$ cat config.mk
export PLATFORM = sky130hd
export DESIGN_NAME = first_substring_match
export DESIGN_NICKNAME = d
export VERILOG_FILES = /design/src/sv/fsmatch_pkg.sv /design/src/sv/fsmatch_window.sv /design/src/sv/first_substring_match.sv
export SDC_FILE = /design/constraint.sdc
export NUM_CORES = 1
export LEC_CHECK = 0
export ABC_AREA = 1
export BUFFER_PORTS_ARGS = -buffer_cell sky130_fd_sc_hd__buf_2
export CAP_MARGIN = 10
export CORE_UTILIZATION = 30
export DETAILED_ROUTE_END_ITERATION = 16
export PLACE_DENSITY = 0.53
export SYNTH_ARGS = -nofsm -noshare
export SYNTH_HDL_FRONTEND = slang
export SYNTH_SLANG_ARGS = --single-unit
export TNS_END_PERCENT = 100
$ cat constraint.sdc
create_clock -name clock -period 64.8 [get_ports clock]
set_input_delay 6.48 -clock clock [delete_from_list [all_inputs] [get_ports clock]]
set_output_delay 6.48 -clock clock [all_outputs]
set_load 0.02 [all_outputs]
$ cat src/sv/fsmatch_pkg.sv
// Shared types and constants for the first-substring-match block.
// Holds the item structs, status and operation codes, and the window control struct.
// No dependencies; every other file refers to it by scoped names.
package fsmatch_pkg;

   localparam int MAX_PATTERN_DEF = 64;
   localparam int OFFSET_W        = 31;
   localparam int STATUS_W        = 2;

   localparam logic [OFFSET_W-1:0] OFFSET_MAX = '1;

   localparam logic [STATUS_W-1:0] ST_NOT_FOUND   = 2'd0;
   localparam logic [STATUS_W-1:0] ST_FOUND       = 2'd1;
   localparam logic [STATUS_W-1:0] ST_BAD_PATTERN = 2'd2;

   localparam logic OP_PATTERN = 1'b0;
   localparam logic OP_TARGET  = 1'b1;

   typedef struct packed {
      logic       operation;
      logic [7:0] data_byte;
      logic       last;
   } req_type;

   typedef struct packed {
      logic [STATUS_W-1:0] status;
      logic [OFFSET_W-1:0] match_offset;
   } rsp_type;

   // Control from the sequencing logic to the pattern/window compare unit.
   typedef struct packed {
      logic       pat_shift;
      logic       tgt_shift;
      logic [7:0] data_byte;
   } win_ctl_type;

endpackage

$ cat src/sv/fsmatch_window.sv
// Pattern and target window shift registers with the parallel compare.
// Uses fsmatch_pkg for the control struct.
// The pattern is held newest byte first, so it lines up with the target window.
module fsmatch_window #(
   parameter int MAX_PATTERN = fsmatch_pkg::MAX_PATTERN_DEF,
   parameter int LEN_W       = $clog2(MAX_PATTERN + 1)
) (
   input  logic                      clock,
   input  fsmatch_pkg::win_ctl_type  win_ctl,
   input  logic [LEN_W-1:0]          pat_len,
   output logic                      match
);

   logic [7:0] pat_ff [MAX_PATTERN];
   logic [7:0] pat_in [MAX_PATTERN];
   logic [7:0] win_ff [MAX_PATTERN];
   logic [7:0] win_in [MAX_PATTERN];
   logic [MAX_PATTERN-1:0] pos_ok;

   // Shift in the new byte at position zero; position j of the aligned pattern holds
   // pattern byte len-1-j, which faces target window position j.
   always_comb begin
      pat_in[0] = win_ctl.pat_shift ? win_ctl.data_byte : pat_ff[0];
      win_in[0] = win_ctl.tgt_shift ? win_ctl.data_byte : win_ff[0];
      for (int j = 1; j < MAX_PATTERN; j++) begin
         pat_in[j] = win_ctl.pat_shift ? pat_ff[j-1] : pat_ff[j];
         win_in[j] = win_ctl.tgt_shift ? win_ff[j-1] : win_ff[j];
      end
   end

   // Compare against the window as it stands after the incoming target byte.
   always_comb begin
      pos_ok[0] = (win_ctl.data_byte == pat_ff[0]) || (pat_len == '0);
      for (int j = 1; j < MAX_PATTERN; j++) begin
         pos_ok[j] = (win_ff[j-1] == pat_ff[j]) || (LEN_W'(j) >= pat_len);
      end
   end

   assign match = &pos_ok;

   always_ff @(posedge clock) begin
      pat_ff <= pat_in;
      win_ff <= win_in;
   end

endmodule

$ cat src/sv/first_substring_match.sv
// First substring match: an accepted item waits in the input register, then one
// compare/update pass writes any result it produces into the result register.
// Throughput is one item per cycle while the result side does not stall; the full-window compare is combinational.
// Synchronous active-high reset clears all control state and starts a new pattern;
// the pattern and target shift registers are not reset.
module first_substring_match #(
   parameter int MAX_PATTERN = fsmatch_pkg::MAX_PATTERN_DEF
) (
   input  logic                 clock,
   input  logic                 reset,
   input  logic                 req_valid,
   output logic                 req_stall,
   input  fsmatch_pkg::req_type req_data,
   output logic                 rsp_valid,
   input  logic                 rsp_stall,
   output fsmatch_pkg::rsp_type rsp_data
);

   localparam int LEN_W = $clog2(MAX_PATTERN + 1);
   localparam int OFS_W = fsmatch_pkg::OFFSET_W;

   // Input register: holds one accepted item until the compare pass takes it.
   logic                 s1_valid_ff, s1_valid_in;
   fsmatch_pkg::req_type s1_item_ff,  s1_item_in;

   // Search state.
   logic [LEN_W-1:0] len_ff,     len_in;
   logic             ovf_ff,     ovf_in;
   logic             restart_ff, restart_in;
   logic [OFS_W-1:0] seen_ff,    seen_in;
   logic             matched_ff, matched_in;

   // Result register.
   logic                 rsp_valid_ff, rsp_valid_in;
   fsmatch_pkg::rsp_type rsp_data_ff,  rsp_data_in;

   fsmatch_pkg::win_ctl_type win_ctl;
   logic                     win_match;
   logic                     go;
   logic                     req_accept;
   logic                     found_hit;
   logic                     pat_ok;
   logic                     was_sat;
   logic [OFS_W-1:0]         seen_next;
   logic [LEN_W-1:0]         len_eff;

   // The compare pass runs whenever an item waits and the result register is free
   // or being emptied this cycle, so input stalls only behind a stalled result.
   assign go         = s1_valid_ff && (!rsp_valid_ff || !rsp_stall);
   assign req_stall  = s1_valid_ff && !go;
   assign req_accept = req_valid && !req_stall;

   always_comb begin
      s1_valid_in = s1_valid_ff;
      s1_item_in  = s1_item_ff;
      if (req_accept) begin
         s1_valid_in = 1'b1;
         s1_item_in  = req_data;
      end else if (go) begin
         s1_valid_in = 1'b0;
      end
   end

   fsmatch_window #(
      .MAX_PATTERN (MAX_PATTERN),
      .LEN_W       (LEN_W)
   ) u_window (
      .clock   (clock),
      .win_ctl (win_ctl),
      .pat_len (len_ff),
      .match   (win_match)
   );

   // Main update. A pattern item appends to the pattern (starting over after a
   // last mark or after target items, flagging overflow when full) and abandons
   // any target in progress. A target item shifts the window, counts the byte,
   // and checks the full pattern against the newest bytes. Only the first match
   // of a target is reported; a target that ends without one reports not found,
   // or a bad-pattern status when the pattern is empty or overflowed.
   always_comb begin
      len_in       = len_ff;
      ovf_in       = ovf_ff;
      restart_in   = restart_ff;
      seen_in      = seen_ff;
      matched_in   = matched_ff;
      rsp_valid_in = rsp_valid_ff;
      rsp_data_in  = rsp_data_ff;
      found_hit    = 1'b0;

      win_ctl           = '0;
      win_ctl.data_byte = s1_item_ff.data_byte;

      len_eff   = restart_ff ? '0 : len_ff;
      pat_ok    = (len_ff != '0) && !ovf_ff;
      was_sat   = (seen_ff == fsmatch_pkg::OFFSET_MAX);
      seen_next = was_sat ? seen_ff : seen_ff + 1'b1;

      if (rsp_valid_ff && !rsp_stall) begin
         rsp_valid_in = 1'b0;
      end

      if (go) begin
         if (s1_item_ff.operation == fsmatch_pkg::OP_PATTERN) begin
            seen_in    = '0;
            matched_in = 1'b0;
            restart_in = s1_item_ff.last;
            ovf_in     = restart_ff ? 1'b0 : ovf_ff;
            if (len_eff < LEN_W'(MAX_PATTERN)) begin
               len_in            = len_eff + 1'b1;
               win_ctl.pat_shift = 1'b1;
            end else begin
               len_in = len_eff;
               ovf_in = 1'b1;
            end
         end else begin
            restart_in        = 1'b1;
            win_ctl.tgt_shift = 1'b1;
            seen_in           = seen_next;
            if (pat_ok && !matched_ff && (seen_next >= OFS_W'(len_ff)) && win_match) begin
               found_hit                = 1'b1;
               rsp_valid_in             = 1'b1;
               rsp_data_in.status       = fsmatch_pkg::ST_FOUND;
               rsp_data_in.match_offset = was_sat ? fsmatch_pkg::OFFSET_MAX
                                                  : seen_next - OFS_W'(len_ff);
               if (s1_item_ff.last) begin
                  seen_in    = '0;
                  matched_in = 1'b0;
               end else begin
                  matched_in = 1'b1;
               end
            end else if (s1_item_ff.last) begin
               seen_in    = '0;
               matched_in = 1'b0;
               if (!matched_ff) begin
                  rsp_valid_in             = 1'b1;
                  rsp_data_in.status       = pat_ok ? fsmatch_pkg::ST_NOT_FOUND
                                                    : fsmatch_pkg::ST_BAD_PATTERN;
                  rsp_data_in.match_offset = '0;
               end
            end
         end
      end
   end

   always_ff @(posedge clock) begin
      if (reset) begin
         s1_valid_ff  <= 1'b0;
         len_ff       <= '0;
         ovf_ff       <= 1'b0;
         restart_ff   <= 1'b1;
         seen_ff      <= '0;
         matched_ff   <= 1'b0;
         rsp_valid_ff <= 1'b0;
      end else begin
         s1_valid_ff  <= s1_valid_in;
         len_ff       <= len_in;
         ovf_ff       <= ovf_in;
         restart_ff   <= restart_in;
         seen_ff      <= seen_in;
         matched_ff   <= matched_in;
         rsp_valid_ff <= rsp_valid_in;
      end
      s1_item_ff  <= s1_item_in;
      rsp_data_ff <= rsp_data_in;
   end

   assign rsp_valid = rsp_valid_ff;
   assign rsp_data  = rsp_data_ff;

   // A reported match either marks the target as matched or ends it.
   assert property (@(posedge clock) disable iff (reset)
      found_hit |=> (matched_ff || (seen_ff == '0)))
      else $error("match not recorded after found result");

   // Overflow only ever happens with the pattern store full.
   assert property (@(posedge clock) disable iff (reset)
      ovf_ff |-> (len_ff == LEN_W'(MAX_PATTERN)))
      else $error("pattern overflow with short pattern");

   // A matched target has seen at least a whole non-empty pattern.
   assert property (@(posedge clock) disable iff (reset)
      matched_ff |-> ((len_ff != '0) && (seen_ff >= OFS_W'(len_ff))))
      else $error("matched state inconsistent with byte count");

endmodule
# Word level (Yosys, flattened, before mapping)
# Cells that the tools add are included.
# op_classes
n_addsub	3
n_lt_le_gt_ge	65
eq_ne	68
n_mux	29
n_bitwise	1
reduce_logical	88
# op_table
op	n
8-bit equality test	64
6-bit by 7-bit greater-or-equal comparator with 1-bit output, first input constant	32
31-bit two-way mux	5
5-bit by 7-bit greater-or-equal comparator with 1-bit output, first input constant	16
33-bit two-way mux	2
1-bit logical OR	65
64-bit AND reduction	1
4-bit by 7-bit greater-or-equal comparator with 1-bit output, first input constant	8
31-bit by 1-bit adder with 31-bit output, second input constant	1
31-bit equality test, second input constant	1
31-bit by 7-bit greater-or-equal comparator with 1-bit output	1
31-bit by 7-bit subtractor with 31-bit output	1
3-bit by 7-bit greater-or-equal comparator with 1-bit output, first input constant	4
1-bit two-way mux	18
2-bit by 7-bit greater-or-equal comparator with 1-bit output, first input constant	2
7-bit two-way mux	2
1-bit logical AND	8
7-bit by 1-bit adder with 7-bit output, second input constant	1
1-bit by 7-bit greater-or-equal comparator with 1-bit output, first input constant	1
7-bit logical NOT	1
7-bit < comparator, second input constant	1
7-bit nonzero test	1
1-bit logical NOT	6
2-bit two-way mux	2
other kinds (8)	10
# totals
reg_bits	1102
input_bits	14
output_inout_bits	35
elab_cells	393

# Longest topological paths before layout
# depth
depth_word	8
ltp_mapped	27
depth_no_buf	24

# Modules after synthesis
# From an unflattened synthesis, not the netlist that was laid out.
# unflattened
cells_unflattened	3003
hier_area_um2	43196.4
# by_module_without_submodules
module	instances	cells_per_inst	area_per_inst_um2
fsmatch_window	1	2255	37826.3
first_substring_match	1	748	5370.2

# Least setup slack after synthesis
# No wires, ideal clock.
# synth_path
kind	input-to-reg
from	input port rsp_stall
to	register len_ff[1]
t_arrival_ns	30.983
path_slack_ns	33.655
stages	8
cell_sequence	nand2_1 > nand2_1 > nor2_1 > inv_1 > nor2_1 > inv_1 > o21ai_0 > a21oi_1
# synth_via
elab_chain_len	4
# synth_rtl
item	line	text
start: declaration	first_substring_match.sv:15	input logic rsp_stall,
1-bit logical NOT	first_substring_match.sv:49	assign go = s1_valid_ff && (!rsp_valid_ff || !rsp_stall);
1-bit logical OR	first_substring_match.sv:49	
1-bit logical AND	first_substring_match.sv:49	
2-bit AND reduction (no source line)	n/a	
end signal: assignment	first_substring_match.sv:156	len_ff <= len_in;
end: declaration	first_substring_match.sv:27	logic [LEN_W-1:0] len_ff, len_in;
# No other way between the ends.
# A chain may end at the register's enable or synchronous reset.

# Worst setup path after layout
# layout_path
from	input port rsp_stall
to	output port req_stall
# layout_via
elab_chain_len	5
# layout_rtl
item	line	text
1-bit logical NOT	first_substring_match.sv:49	
1-bit logical OR	first_substring_match.sv:49	
1-bit logical AND	first_substring_match.sv:49	
1-bit logical NOT	first_substring_match.sv:50	assign req_stall = s1_valid_ff && !go;
1-bit logical AND	first_substring_match.sv:50	
end: declaration	first_substring_match.sv:12	output logic req_stall,
# No other way between the ends.

==> metrics.md <==
| Metric | Value |
|---|---|
| Row count | `140` |
| WP data arrival | `6.96 ns` |
| Most common cell in the netlist | `edfxtp_1` |
| Syn avg cell area | `13.45 sq um` |
| Critical setup path kind | `input pin to primary output` |
| Antenna Cells | `0` |
| Post-synth EDFFs | `1059` |
| Fmax | `about 74 MHz` |
| Die W | `385.7 um` |
| Predominant post-synthesis flop cell | `edfxtp_1` |
| Initial drt markers | `between 1500 and 2000` |
| PwrDens | `29.17 nW/um^2` |
| Mapped Cells | `3285` |
| Met2 routed WL | `39670 um` |
| Register Area | `32660 sq um` |
| Data required, critical path | `58.32 ns` |
| Final ANT Viol Nets | `0` |
| Total Wirelength | `86790 um` |
| Worst-Margin Slew | `1.078 ns` |
| Ys Warns | `0` |
| DRT Pass-1 Iters | `8` |
| Hold_buf cts | `0` |
| Layout area overhead | `14.15%` |
| CTS resizes | `0` |
| Max-cap check violation count | `0` |
| Vias in the first global route | `around 23000` |
| Multi-input logic area | `10500 sq um` |
| Vias/cell | `roughly 4.3` |
| First-pass GRT wire length | `about 130000 um` |
| Max clock buf depth | `3` |
| # fillers | `around 14000` |
| Final Hold Fails | `0` |
| Post-Syn Area | `44180 sq um` |
| Register area share after synthesis | `73.93%` |
| Die area | `148800 sq um` |
| Worst-path fanout max | `3` |
| Die Y | `385.7 um` |
| Area of the core | `145900 sq um` |
| Setup Buffers After CTS | `0` |
| CTS tree | `yes` |
| Worst-path clk slew | `0.06 ns` |
| Setup tns final | `0 ns` |
| Slew margin rel. | `28.11%` |
| # H-tree levels | `3` |
| Final setup skew | `0.05953 ns` |
| Synthesis-stage register bit count | `1102` |
| Slew Viols, Final | `0` |
| Crit end category | `primary output` |
| Final core utilization | `34.56%` |
| Clock latency on the worst-skew pair | `between 0.7 and 0.8 ns` |
| Dominant cell type by area after synthesis | `edfxtp_1` |
| Synthesized Nets | `about 3300` |
| Startpoint Class | `input pin` |
| Io pins | `49` |
| Yosys top cell area share | `71.98%` |
| Share of cells above drive strength 1 | `10.28%` |
| DP HPWL | `57110 um` |
| Gp weighted congestion | `0.8927` |
| Wire length on met3 | `4845 um` |
| Synth unique cells | `56` |
| Final setup fails | `0` |
| Status | `complete, no violations` |
| R2R setup slack | `between 50 and 60 ns` |
| DRC | `0` |
| Unrepaired setup endpoints after global routing | `false` |
| Minimum clock period after layout | `13.44 ns` |
| Tcrit/Tclk final | `between 20% and 30%` |
| CTS Sinks | `roughly 1100` |
| Wire length per cell | `15.93 um` |
| Uppermost layer routed | `met5` |
| Async S/R FF share, synth | `0%` |
| Post-synth top cells | `edfxtp_1, nand2_1, xnor2_1` |
| GRT Total Usage | `11.65%` |
| Antenna violations before repair | `1` |
| Area contributors post-synth | `edfxtp_1, xnor2_1, nand2_1` |
| Lkg Pwr | `16.98 nW` |
| Peak supply drop | `0.00002188 V` |
| Met1 Wirelength | `~40000 um` |
| Layout Nets | `3462` |
| Overflow after GRT | `0` |
| Clk root buf | `clkbuf_16` |
| Starting density of the core | `between 30% and 40%` |
| IO Port Bufs | `between 40 and 50` |
| Cts bufs inserted | `around 110` |
| Worst min path class | `flip-flop to flip-flop` |
| Vias | `about 24000` |
| Largest net degree at the start of global routing | `158` |
==> layer usage <==
metal  global-route usage (%)  vias to the layer above
li1                         -                    11550
met1                    16.04                    11430
met2                    18.16                      481
met3                    2.646                      142
met4                    3.682                        2
met5                        0                        -
==> metrics by stage <==
stage	hold WS [ns]	setup slack, ns	total power, mW	cells	cell area, sq um
floorplan	0.4264	33.66	0.8623	3285	44180
global placement	0.4322	51.34	0.8593	5239	46830
detailed placement	0.4321	51.36	0.8596	5239	46830
CTS	0.4233	51.36	1.491	5448	50430
global route	0.4295	51.32	1.522	5448	50430
finish	0.4180	51.36	1.471	5448	50430
==> power breakdown <==
part	switching (mW)	total [mW]	internal, mW
clock network	0.273	0.627	0.354
logic	0.0279	0.0414	0.0135
registers	0.00957	0.803	0.793
total	0.311	1.47	1.16
==> worst max-delay path: stages <==
cell	delay (ns)
buf_2	0.07
nand2_1	0.09
nor2_1	0.13
buf_2	0.18
==> cell usage in the layout, fill, tap and decap left out, types with 8 or more instances in the layout <==
| cell | count |
|---|---|
| nand4_1 | 38 |
| o21ai_0 | 72 |
| nor2_4 | 8 |
| xnor2_1 | 399 |
| ha_1 | 9 |
| inv_1 | 228 |
| nand3_1 | 97 |
| edfxtp_1 | 1059 |
| nor3_1 | 9 |
| inv_2 | 8 |
| or2_2 | 51 |
| clkbuf_1 | 22 |
| a21oi_2 | 24 |
| xor2_1 | 31 |
| a21oi_1 | 60 |
| dfxtp_1 | 43 |
| clkbuf_16 | 115 |
| clkinv_2 | 20 |
| clkinv_1 | 29 |
| nand2_1 | 761 |
| nand2_2 | 19 |
| nor2_1 | 278 |
| nor2_2 | 13 |
| buf_2 | 48 |
| buf_4 | 12 |
==> final timing paths <==
kind / start / endpoint / depth (start not counted)
min: u_window.win_ff[170] / u_window.win_ff[162] / 0
max: rsp_stall / req_stall / 4
min reg2reg: u_window.win_ff[170] / u_window.win_ff[162] / 0
max reg2reg: seen_ff[0] / rsp_data[30] / 21
==> sequential cells by signal (all words and copies together), names as in the netlist <==
name / flops
rsp_valid: 1
s1_valid_ff: 1
ovf_ff: 1
len_ff: 7
rsp_data: 33
matched_ff: 1
u_window.pat_ff: 512
u_window.win_ff: 504
s1_item_ff: 10
seen_ff: 31
restart_ff: 1
==> final cells by class <==
type / instances / share of cell area [%]
Sequential cell: 1102 / 64.77
Multi-Input combinational cell: 1920 / 20.82
Clock buffer: 137 / 5.870
Tap cell: 1917 / 4.756
Inverter: 238 / 1.774
Clock inverter: 72 / 1.273
Timing Repair Buffer: 62 / 0.7344
==> cell families (layout without fill, tap and decap cells) <==
kind of cell | Yosys count | count (layout) | share of synthesized area (%)
AO/OA/AOI/OAI | 179 | 179 | 2.325
XOR/XNOR | 430 | 430 | 8.525
adder cells (fa/ha/maj) | 10 | 10 | 0.3002
buffers and inverters | 263 | 509 | 2.342
flip-flops | 1102 | 1102 | 73.93
AND/OR/NAND/NOR | 1301 | 1301 | 12.58
Power figures use the tool's default switching activity.
